### src/rtl/sld_pkg.sv
// shared types and constants for the sync/length deframer
package sld_pkg;

    localparam logic [7:0]  SYNC_FIRST       = 8'h94;
    localparam logic [7:0]  SYNC_SECOND      = 8'hC3;
    localparam logic [15:0] MAX_LENGTH_RESET = 16'd512;

    // header window depth: two sync bytes and two length bytes
    localparam int WIN_DEPTH = 4;

    // scan step actions
    localparam logic [1:0] ACT_HOLD  = 2'd0;
    localparam logic [1:0] ACT_SHIFT = 2'd1;
    localparam logic [1:0] ACT_FRAME = 2'd2;

    typedef logic [WIN_DEPTH-1:0][7:0] win_t;
    typedef logic [2:0]                win_cnt_t;

    typedef struct packed {
        logic [1:0]  action;
        logic [15:0] len;
    } scan_res_t;

endpackage

### src/rtl/sld_scan.sv
// one step of the header scan: sync compare, length compare, drop decision
module sld_scan
    import sld_pkg::*;
(
    input  win_t      win,
    input  win_cnt_t  cnt,
    input  logic [15:0] max_length,
    output scan_res_t res
);

    logic        sync_ok;
    logic [15:0] len;

    assign sync_ok = (win[0] == SYNC_FIRST) && (win[1] == SYNC_SECOND);
    assign len     = {win[2], win[3]};

    // decide what to do with the held bytes this cycle
    always_comb
    begin
        res.len    = len;
        res.action = ACT_HOLD;
        if ((cnt >= 3'd2) && !sync_ok)
        begin
            res.action = ACT_SHIFT;
        end
        else if (cnt == 3'(WIN_DEPTH))
        begin
            if (len > max_length)
                res.action = ACT_SHIFT;
            else
                res.action = ACT_FRAME;
        end
    end

endmodule

### src/rtl/sync_length_frame_deframer.sv
// sync word / length prefix deframer top level
//
//  channel  | direction | handshake         | payload
//  ---------+-----------+-------------------+----------------------------------------
//  in       | input     | in_valid/in_stall | in_byte
//  out      | output    | out_valid/out_stall | out_byte, is_last, empty_frame, frame_length
//  cfg      | input     | cfg_we            | cfg_data (max_length)
//
// a payload word shows on the output the cycle after it is taken, one word per
// cycle while out_stall is low. a header word takes one load step plus one scan
// step per dropped byte and one for the final decision, each made by the single scan unit.
// reset sets the window count to zero, goes back to hunting and sets max_length to 512.
// a result waiting under out_stall holds in_stall high and pauses the scan
// until the output register is taken.
module sync_length_frame_deframer
    import sld_pkg::*;
(
    input  logic        clk,
    input  logic        rst_n,
    input  logic        in_valid,
    output logic        in_stall,
    input  logic [7:0]  in_byte,
    output logic        out_valid,
    input  logic        out_stall,
    output logic [7:0]  out_byte,
    output logic        is_last,
    output logic        empty_frame,
    output logic [15:0] frame_length,
    input  logic        cfg_we,
    input  logic [15:0] cfg_data
);

    localparam logic ST_IDLE = 1'b0;
    localparam logic ST_SCAN = 1'b1;

    logic        state_reg, state_next;
    win_t        win_reg, win_next;
    win_cnt_t    cnt_reg, cnt_next;
    logic        in_payload_reg, in_payload_next;
    logic [15:0] bytes_left_reg, bytes_left_next;
    logic [15:0] cur_len_reg, cur_len_next;
    logic [15:0] max_length_reg;

    logic        out_valid_reg, out_valid_next;
    logic [7:0]  out_byte_reg, out_byte_next;
    logic        is_last_reg, is_last_next;
    logic        empty_reg, empty_next;
    logic [15:0] flen_reg, flen_next;

    logic        out_free;
    logic        in_acc;
    scan_res_t   scan_res;

    assign out_free = !out_valid_reg || !out_stall;
    assign in_stall = (state_reg != ST_IDLE) || !out_free;
    assign in_acc   = in_valid && !in_stall;

    sld_scan u_scan (
        .win        (win_reg),
        .cnt        (cnt_reg),
        .max_length (max_length_reg),
        .res        (scan_res)
    );

    // sequencer and datapath
    always_comb
    begin
        state_next      = state_reg;
        win_next        = win_reg;
        cnt_next        = cnt_reg;
        in_payload_next = in_payload_reg;
        bytes_left_next = bytes_left_reg;
        cur_len_next    = cur_len_reg;
        out_valid_next  = out_valid_reg && out_stall;
        out_byte_next   = out_byte_reg;
        is_last_next    = is_last_reg;
        empty_next      = empty_reg;
        flen_next       = flen_reg;

        unique case (state_reg)
            ST_IDLE:
            begin
                if (in_acc)
                begin
                    if (in_payload_reg)
                    begin
                        // pass the payload word straight through
                        bytes_left_next = bytes_left_reg - 16'd1;
                        out_valid_next  = 1'b1;
                        out_byte_next   = in_byte;
                        is_last_next    = (bytes_left_reg == 16'd1);
                        empty_next      = 1'b0;
                        flen_next       = cur_len_reg;
                        if (bytes_left_reg == 16'd1)
                        begin
                            in_payload_next = 1'b0;
                            cnt_next        = '0;
                        end
                    end
                    else
                    begin
                        // append the word to the held header bytes
                        win_next[cnt_reg[1:0]] = in_byte;
                        cnt_next               = cnt_reg + 3'd1;
                        state_next             = ST_SCAN;
                    end
                end
            end
            ST_SCAN:
            begin
                if (out_free)
                begin
                    unique case (scan_res.action)
                        ACT_SHIFT:
                        begin
                            win_next = win_reg >> 8;
                            cnt_next = cnt_reg - 3'd1;
                        end
                        ACT_FRAME:
                        begin
                            cnt_next     = '0;
                            cur_len_next = scan_res.len;
                            state_next   = ST_IDLE;
                            if (scan_res.len == 16'd0)
                            begin
                                out_valid_next = 1'b1;
                                out_byte_next  = 8'd0;
                                is_last_next   = 1'b1;
                                empty_next     = 1'b1;
                                flen_next      = 16'd0;
                            end
                            else
                            begin
                                in_payload_next = 1'b1;
                                bytes_left_next = scan_res.len;
                            end
                        end
                        ACT_HOLD:
                        begin
                            state_next = ST_IDLE;
                        end
                        default:
                        begin
                            state_next = ST_IDLE;
                        end
                    endcase
                end
            end
            default:
            begin
                state_next = ST_IDLE;
            end
        endcase
    end

    // control state
    always_ff @(posedge clk or negedge rst_n)
    begin
        if (!rst_n)
        begin
            state_reg      <= ST_IDLE;
            cnt_reg        <= '0;
            in_payload_reg <= 1'b0;
            bytes_left_reg <= '0;
            cur_len_reg    <= '0;
            out_valid_reg  <= 1'b0;
            max_length_reg <= MAX_LENGTH_RESET;
        end
        else
        begin
            state_reg      <= state_next;
            cnt_reg        <= cnt_next;
            in_payload_reg <= in_payload_next;
            bytes_left_reg <= bytes_left_next;
            cur_len_reg    <= cur_len_next;
            out_valid_reg  <= out_valid_next;
            if (cfg_we)
                max_length_reg <= cfg_data;
        end
    end

    // window and result payload
    always_ff @(posedge clk)
    begin
        win_reg      <= win_next;
        out_byte_reg <= out_byte_next;
        is_last_reg  <= is_last_next;
        empty_reg    <= empty_next;
        flen_reg     <= flen_next;
    end

    assign out_valid    = out_valid_reg;
    assign out_byte     = out_byte_reg;
    assign is_last      = is_last_reg;
    assign empty_frame  = empty_reg;
    assign frame_length = flen_reg;

    // window never overfills
    a_cnt_range: assert property (@(posedge clk) disable iff (!rst_n)
        cnt_reg <= 3'(WIN_DEPTH))
        else $error("header window count out of range");

    // payload phase always has words left
    a_payload_left: assert property (@(posedge clk) disable iff (!rst_n)
        in_payload_reg |-> (bytes_left_reg != 16'd0))
        else $error("payload phase with no words left");

    // no scan while passing payload
    a_scan_hunting: assert property (@(posedge clk) disable iff (!rst_n)
        (state_reg == ST_SCAN) |-> !in_payload_reg)
        else $error("scan running during payload phase");

    // empty frame result is self consistent
    a_empty_result: assert property (@(posedge clk) disable iff (!rst_n)
        (out_valid_reg && empty_reg) |-> (is_last_reg && flen_reg == 16'd0))
        else $error("empty frame result malformed");

    // a header word always starts a scan
    a_load_scan: assert property (@(posedge clk) disable iff (!rst_n)
        (in_acc && !in_payload_reg) |=> (state_reg == ST_SCAN))
        else $error("header word did not start a scan");

endmodule
### config.mk
export PLATFORM = sky130hd
export DESIGN_NAME = sync_length_frame_deframer
export DESIGN_NICKNAME = d
export VERILOG_FILES = /design/src/rtl/sld_pkg.sv /design/src/rtl/sld_scan.sv /design/src/rtl/sync_length_frame_deframer.sv
export SDC_FILE = /design/constraint.sdc
export NUM_CORES = 1
export LEC_CHECK = 0
export BUFFER_PORTS_ARGS = -buffer_cell sky130_fd_sc_hd__buf_2
export CAP_MARGIN = 20
export CORE_ASPECT_RATIO = 0.75
export CORE_UTILIZATION = 30
export DETAILED_ROUTE_END_ITERATION = 7
export PLACE_DENSITY = 0.44
export SYNTH_ARGS = -nofsm -noshare
export SYNTH_HDL_FRONTEND = slang
export SYNTH_SLANG_ARGS = --single-unit
### constraint.sdc
create_clock -name clk -period 6.6 [get_ports clk]
set_clock_uncertainty 0.05 [all_clocks]
set_input_delay 0.66 -clock clk [delete_from_list [all_inputs] [get_ports clk]]
set_output_delay 0.66 -clock clk [all_outputs]
set_load 0.02 [all_outputs]
# Yosys cells after proc, flatten, opt, wreduce, memory -nomap -nowiden
# Index checks and enable logic that the tools add are counted.
[word_totals]
regBits = 112
word_cells = 120
[classes]
bitwise = 1
n_reduce_logical = 19
eq_ne = 16
order_cmp = 4
muxes = 62
n_addsub = 3
[ops]
columns = ["op", "count"]
rows = [
  ["2-to-1 mux 16 bit", 10],
  ["2-to-1 mux 32 bit", 4],
  ["one-hot mux 16 bit (2 select lines)", 2],
  ["one-hot mux 32 bit (2 select lines)", 1],
  ["2-to-1 mux 8 bit", 6],
  ["bitwise mux 32 bit", 1],
  ["2-to-1 mux 1 bit", 22],
  ["demux 8 bit (select 2 bit)", 1],
  ["equality test 16 x 1 -> 1 bit, second input constant", 1],
  ["equality test 8 bit, second input constant", 2],
  ["greater-than comparator 16 bit", 1],
  ["zero test 16 bit", 1],
  ["one-hot mux 8 bit (2 select lines)", 1],
  ["subtractor 16 x 1 -> 16 bit, second input constant", 1],
  ["2-to-1 mux 3 bit", 4],
  ["one-hot mux 3 bit (2 select lines)", 2],
  ["AND reduction 4 bit", 3],
  ["one-hot mux 1 bit (2 select lines)", 5],
  ["AND reduction 5 bit", 2],
  ["!= test 2 x 1 -> 1 bit, second input constant", 4],
  ["!= test 2 bit, second input constant", 4],
  ["2-to-1 mux 2 bit", 3],
  ["logical AND 1 bit", 5],
  ["zero test 1 bit", 5],
  ["other kinds (13)", 14],
]

# Longest topological paths before layout
# Gate-level depths: netlist (run 1).
[depth]
depth_word = 9
ltp_mapped = 11
ltp_nobuf = 9

# Modules after synthesis
# From an unflattened synthesis (run 1), not the netlist that was laid out.
[hier_totals]
cells_unflattened = 524
hier_area_um2 = 5844.4
[by_module_without_submodules]
columns = ["module", "cells_each", "seq_area_each_um2", "n_inst", "area_per_inst_um2"]
rows = [
  ["sync_length_frame_deframer", 443, 3094.2, 1, 5218.8],
  ["sld_scan", 81, 0.0, 1, 625.6],
]

# Worst setup path after synthesis (run 1)
# OpenSTA, ideal clock, no wires.
[synth_path]
path_type = "register to register"
from = "register max_length_reg[9]"
to = "register empty_reg (netlist: empty_frame), enable pin"
required_ps = 6132
setup_time_ps = 418
synth_period_minus_slack_ps = 3587
slack_ps = 3013
stages_incl_launch_ff = 9
path_buffers = 0
arrival_ps = 3119
path_cell_list = "dfstp_2 > inv_1 > ha_1 > and4_1 > nand2_1 > or3_1 > a21oi_1 > a21oi_1 > a21oi_1"
[synth_between]
elab_chain_cells = 7
[synth_rtl]
columns = ["item", "line", "source"]
rows = [
  ["start: declaration", "sync_length_frame_deframer.sv:42", "logic [15:0] max_length_reg;"],
  ["start signal: assignment", "sync_length_frame_deframer.sv:178", "max_length_reg <= cfg_data;"],
  ["greater-than comparator 16 bit", "sld_scan.sv:28", "if (len > max_length)"],
  ["2-to-1 mux 2 bit", "sld_scan.sv:28", ""],
  ["2-to-1 mux 2 bit", "sld_scan.sv:26", "else if (cnt == 3'(WIN_DEPTH))"],
  ["2-to-1 mux 2 bit", "sld_scan.sv:22", "if ((cnt >= 3'd2) && !sync_ok)"],
  ["equality test 2 bit", "sync_length_frame_deframer.sv:113", "unique case (scan_res.action)"],
  ["!= test 2 x 1 -> 1 bit (no source line)", "n/a", ""],
  ["AND reduction 5 bit (no source line)", "n/a", ""],
  ["end signal: assignment", "sync_length_frame_deframer.sv:188", "empty_reg <= empty_next;"],
  ["end: declaration", "sync_length_frame_deframer.sv:47", "logic empty_reg, empty_next;"],
]
# Every way passes these cells.
# A chain may end at the register's enable or synchronous reset.

# Worst setup path after layout (run 1)
[layout_path]
from = "register win_reg[22] in the netlist's numbering"
to = "register win_reg[16] in the netlist's numbering, enable pin"
[layout_between]
elab_chain_cells = 7
[layout_rtl]
columns = ["item", "line", "source"]
rows = [
  ["start: declaration", "sync_length_frame_deframer.sv:37", "win_t win_reg, win_next;"],
  ["start signal: assignment", "sync_length_frame_deframer.sv:185", "win_reg <= win_next;"],
  ["greater-than comparator 16 bit", "sld_scan.sv:28", ""],
  ["2-to-1 mux 2 bit", "sld_scan.sv:28", ""],
  ["2-to-1 mux 2 bit", "sld_scan.sv:26", ""],
  ["2-to-1 mux 2 bit", "sld_scan.sv:22", ""],
  ["equality test 2 x 1 -> 1 bit", "sync_length_frame_deframer.sv:113", ""],
  ["!= test 2 x 1 -> 1 bit (no source line)", "n/a", ""],
  ["AND reduction 4 bit (no source line)", "n/a", ""],
]
# Every way passes these cells.

==> flow_summary_export.csv, run 1 <==
group,metric,value,unit
timing,fin_ws,3.09,ns
worst_hold_path,hp-class,"input pin to async pin",
routing,route.detailed.drc,0,
setup_path,crit_start,"win_reg[22]",
grt,grt_pass1_vias,3779,
layout,final_cells,770,
synthesis,synth_top_area_share,32.2,%
timing,grt_setup_unrepaired,"no",
grt,grt_first_pass_wirelength,22300,um
synthesis,netlist_instances,476,
synthesis,synth_compound_area_share,14.3,%
grt,grt_overflow,0,
routing,drtPass1Iterations,6,
synthesis,ys_seq_area_share,57.1,%
synthesis,ys_top_cells_by_count,"edfxtp_1 (58), dfrtp_1 (53), nand2_1 (48)",
routing,wl,13900,um
synthesis,synth-edff-count,58,
clock_network,cts_tree,"built",
synthesis,synth.distinct_cells,59,
timing,final-max-slew-violation-count,0,
power,powerDensity,242,nW/um2
setup_path,cp-end-kind,"flop",
clock_network,cts_made_buffers,9,
routing,wire_per_inst,18.0,um
clock_network,cts-root-buf,"clkbuf_16",
clock_network,cts_hold_buf,0,
timing,tns,0,ns
synthesis,synthSimpleGateAreaFrac,15.0,%
setup_path,r2r_start,"win_reg[22]",
synthesis,synthMuxAreaShare,4.18,%
timing,fmaxAchievable,0.285,GHz
setup_path,rrSetupSlack,3.09,ns
timing,fin_crit_sh,53.2,%
clock_network,htree_levels,3,
power,finalPower,1.51,mW
timing,period_minus_slack,3.51,ns
floorplanning,initial_core_util,30.7,%
floorplanning,core,17700,um2
place,post-place-ws,3.13,ns
layout,diodes,0,
routing,antenna_left,0,
synthesis,synthArstFlopShare,48.2,%
routing,viasPerCell,4.98,
synthesis,synth.avg_cell_area,11.4,um2
setup_path,rr_worst_depth,8,
place,portBuffers,56,
timing,setup_viol,0,
synthesis,yosysMostFrequentCell,"edfxtp_1",
setup_path,crit_fanout,8,
floorplanning,rows,42,
timing,worst_pin_slew,0.782,ns
power,vdd_drop_max,0.000109,V
routing,drt_iter0_markers,224,
setup_path,start_kind,"flop",
floorplanning,fp.dieH,118,um
setup_path,cp.arrival,3.46,ns
clock_network,insertion_delay,0.36,ns
synthesis,synth_area_leader_cell,"edfxtp_1",
run_status,outcome,"finished, final reports clean",
synthesis,synth_xor_area_share,0,%
synthesis,synth_adder_area_share,5.31,%
layout,fin_nets,575,
setup_path,cp-endpoint,"win_reg[16]",
power,power.leakage,2.47,nW
setup_path,critPathKind,"flop to flop",
routing,num_vias,3833,
synthesis,yosys_register_bits,112,
grt,antenna_found_initial,0,
clock_network,cts_sinks,112,
flow_run,cap_viol_max_count,0,
clock_network,clock_path_buffers,2,
synthesis,syn_nets,528,
grt,grt_usage,16.2,%
place,hpwl,9720,um
synthesis,synth_area_leaders,"edfxtp_1 (32%), dfrtp_1 (24%), ha_1 (5.3%)",
synthesis,synth_top_family_by_area,"simple AND/OR/NAND/NOR gates",
setup_path,cp.required,6.55,ns
clock_network,cts-resized-gates,0,
synthesis,netlist_area,5420,um2
timing,hold_viol,0,
layout,area_growth,15.4,%
synthesis,synth_flop_cell,"edfxtp_1",
setup_path,regToRegEndpoint,"win_reg[16]",
place,numPlacedInstances,754,
floorplanning,dieWidth,157,um
clock_network,cts.clk_slew.worst_paths,0.08,ns
synthesis,yosys_warnings,0,
clock_network,cts_setup_buffers,0,
floorplanning,ioPinCount,57,
timing,slew_headroom,47.9,%
floorplanning,die_area,18600,um2
grt,grt_max_degree,62,
layout,largest_reg_flops,32,
layout,drive_gt1_share,19.3,%
place,gp_congestion,0.816,
layout,n_fill_cell,1803,
[kinds of logic after synthesis]
kind of cell / count (synthesis)
buffers and inverters: 54
AOI/OAI and AO/OA: 112
muxes: 21
and+or+nand+nor: 154
adders and majority gates: 23
DFF: 112
[power breakdown]
group	internal, mW	total [mW]	switching (mW)
combinational	0.0455	0.125	0.0798
sequential	0.759	0.776	0.0169
clock	0.338	0.610	0.272
total	1.14	1.51	0.369
[worst min path at each step]
stage / startpoint / endpoint / slack, ns / depth (start not counted)
CTS: rst_n / bytes_left_reg[2] / 0.44 / 2
global route: cfg_data[7] / max_length_reg[7] / 0.46 / 3
detailed placement: cur_len_reg[10] / cur_len_reg[10] / 0.44 / 1
finish: rst_n / max_length_reg[1] / 0.40 / 2
global placement: cur_len_reg[7] / cur_len_reg[7] / 0.44 / 1
floorplan: rst_n / bytes_left_reg[0] / 0.31 / 0
[cell usage in the layout (no fill, tap or decap), types with 3 or more instances in the layout]
cell type	count
a31oi_1	5
nor4_1	8
mux2i_1	8
dfrtp_1	52
mux2_2	13
nand2_1	48
nand4_1	4
o211ai_1	3
or3_1	5
nor4b_1	4
edfxtp_1	58
o21ai_1	3
ha_1	23
o21ai_0	28
a21oi_1	21
buf_2	56
buf_4	4
nand3_1	5
o31ai_1	4
nor2_1	31
or2_2	3
clkbuf_16	9
a221o_1	5
nor3b_1	4
nor2b_1	24
nor3_1	4
a22o_1	21
inv_1	30
[worst max-delay path, stage by stage (launching register included)]
cell      delay, ns
edfxtp_1       0.50
ha_1           0.36
and4_1         0.24
nand2_1        0.12
a211o_1        0.27
o2111a_1       0.16
nor2_1         0.48
o21ai_1        0.33
nor2_1         0.63
[per-layer routing]
metal / vias up / GRT usage (%) / wire (um)
met5: - / 0 / 0
met4: 0 / 4.19 / 133
met3: 9 / 3.45 / 571
met2: 76 / 23.3 / 5970
met1: 1902 / 24.5 / 7200
li1: 1846 / - / -
[through the flow]
| step | area (um2) | utilization (%) | hold slack [ns] |
|---|---|---|---|
| 2_1_floorplan | 5420 | - | 0.314 |
| 3_3_place_gp | 5930 | 33.6 | 0.437 |
| 3_5_place_dp | 5930 | 33.6 | 0.442 |
| 6_report | 6250 | 35.4 | 0.401 |
| 4_1_cts | 6250 | 35.4 | 0.438 |
| 5_1_grt | 6250 | 35.4 | 0.458 |
[cell type report]
| type | instances | area (um2) | area share (%) |
|---|---|---|---|
| flip-flops and latches | 112 | 3100 | 49.5 |
| multi-input cells | 310 | 2100 | 33.7 |
| repair buffers | 60 | 310 | 4.96 |
| well taps | 242 | 303 | 4.84 |
| clock buffers | 9 | 225 | 3.60 |
| inverters | 30 | 113 | 1.80 |
| clock inverters | 7 | 101 | 1.62 |
(Power assumes the default switching activity.)
==> run 2, diff against run 1 <==
==> constraint.sdc (replaced) <==
create_clock -name clk -period 3.6 [get_ports clk]
set_clock_uncertainty 0.05 [all_clocks]
set_input_delay 0.36 -clock clk [delete_from_list [all_inputs] [get_ports clk]]
set_output_delay 0.36 -clock clk [all_outputs]
set_load 0.02 [all_outputs]
==> flow_summary_export.csv, run 2 (synthesized netlist as in run 1, its figures left out) <==
group,metric,value,unit
run_status,outcome,"finished, final reports clean",
layout,design_area,6330,um2
clock_network,cts-root-buf,"clkbuf_16",
clock_network,cts_hold_buf,0,
timing,hold_viol,0,
place,gp_congestion,0.837,
floorplanning,ioPinCount,57,
setup_path,rr_worst_depth,8,
power,powerDensity,429,nW/um2
layout,final_common_cell,"edfxtp_1",
clock_network,cts_sinks,112,
timing,grt_setup_unrepaired,"no",
timing,period_minus_slack,2.96,ns
layout,area_growth,16.8,%
worst_hold_path,hp-class,"input pin to flop",
routing,viasPerCell,5.01,
grt,grt_first_pass_wirelength,22500,um
layout,drive_gt1_share,20.5,%
setup_path,crit_fanout,26,
grt,antenna_found_initial,0,
routing,drt_iter0_markers,205,
timing,fin_ws,0.641,ns
clock_network,insertion_delay,0.35,ns
place,post-place-ws,0.650,ns
setup_path,path_buf_inv,1,
timing,final-max-slew-violation-count,0,
place,hpwl,10300,um
flow_run,cap_viol_max_count,0,
clock_network,cts_tree,"built",
setup_path,path_delay_family,"simple AND/OR/NAND/NOR gates",
floorplanning,die_area,18600,um2
clock_network,cts_setup_buffers,0,
place,placed_area,5990,um2
setup_path,path_depth,8,
layout,final_cells,779,
timing,hold_slack,0.158,ns
layout,diodes,0,
clock_network,cts_made_buffers,9,
grt,grt_overflow,0,
timing,fin_crit_sh,82.2,%
clock_network,cts-resized-gates,0,
timing,worst_pin_slew,0.647,ns
timing,tns,0,ns
worst_hold_path,hold_depth,3,
clock_network,clock_path_buffers,2,
layout,largest_reg_flops,32,
setup_path,cp-end-kind,"flop",
floorplanning,core,17700,um2
setup_path,cp.arrival,2.93,ns
grt,grt_max_degree,59,
setup_path,cp.required,3.57,ns
floorplanning,fp.dieH,118,um
floorplanning,dieWidth,157,um
floorplanning,initial_core_util,30.7,%
setup_path,crit_slowest_cell,"edfxtp_1",
clock_network,htree_levels,3,
timing,setup_viol,0,
clock_network,cts.clk_slew.worst_paths,0.07,ns
setup_path,cp_common_cell,"a21oi_1",
routing,route.detailed.drc,0,
grt,grt_usage,16.4,%
layout,fin_nets,584,
timing,slew_headroom,56.9,%
routing,num_vias,3900,
routing,drtPass1Iterations,7,
timing,fmaxAchievable,0.338,GHz
setup_path,crit_path_cell_trace,"ha_1 -> and4_1 -> nand2_1 -> or3_1 -> a21oi_1 -> a21oi_1 -> a21oi_2 -> buf_4",
floorplanning,rows,42,
setup_path,start_kind,"flop",
layout,final_cell_mix,"edfxtp_1 (58), buf_2 (56), dfrtp_1 (52)",
setup_path,slowest_delay,0.54,ns
routing,antenna_left,0,
grt,grt_pass1_vias,3878,
power,power.leakage,2.51,nW
power,vdd_drop_max,0.000196,V
setup_path,critPathKind,"flop to flop",
routing,wl,14500,um
routing,wire_per_inst,18.6,um
layout,n_fill_cell,1788,
place,portBuffers,56,
place,numPlacedInstances,761,
run 2: layout make-up:
type	count	area, um2	area share [%]
clock inverter	5	63.8	1.01
inverter	30	113	1.78
multi-input combinational	310	2100	33.3
sequential	112	3100	48.9
clock buffer	11	243	3.84
tap	242	303	4.79
timing repair buffer	69	405	6.41
run 2: per-stage QoR:
step	util, %	total power [mW]
floorplan	-	1.59
detailed placement	33.9	1.69
finish	35.8	2.71
global route	35.8	2.82
global placement	33.9	1.69
CTS	35.7	2.74
run 2: where the power goes:
group	internal [mW]	total, mW	switching [mW]
logic	0.0887	0.240	0.151
registers	1.39	1.42	0.0326
clock network	0.565	1.05	0.483
total	2.05	2.71	0.667
run 2: metal layers:
| layer | vias to the layer above | global-route usage, % | part of all wire [%] |
|---|---|---|---|
| li1 | 1855 | - | - |
| met1 | 1953 | 25.3 | 53 |
| met2 | 83 | 23.5 | 43 |
| met3 | 9 | 3.04 | 4.1 |
| met4 | 0 | 3.94 | 0.78 |
| met5 | - | 0 | 0 |
run 2: final timing paths:
kind / start / endpoint / slack [ns]
setup / recovery: win_reg[17] / frame_length[9] / 0.64
max in group asynchronous: rst_n / max_length_reg[9] / 2.45
hold / removal: cfg_data[6] / max_length_reg[6] / 0.16
setup reg to reg: win_reg[17] / frame_length[9] / 0.64
min in group asynchronous: rst_n / max_length_reg[1] / 0.42
hold reg to reg: cur_len_reg[10] / cur_len_reg[10] / 0.45
run 2: worst reg2reg max path: stages, from the launching register on:
cell	delay (ns)
edfxtp_1	0.54
ha_1	0.36
and4_1	0.18
nand2_1	0.10
or3_1	0.47
a21oi_1	0.29
a21oi_1	0.15
a21oi_2	0.12
buf_4	0.34
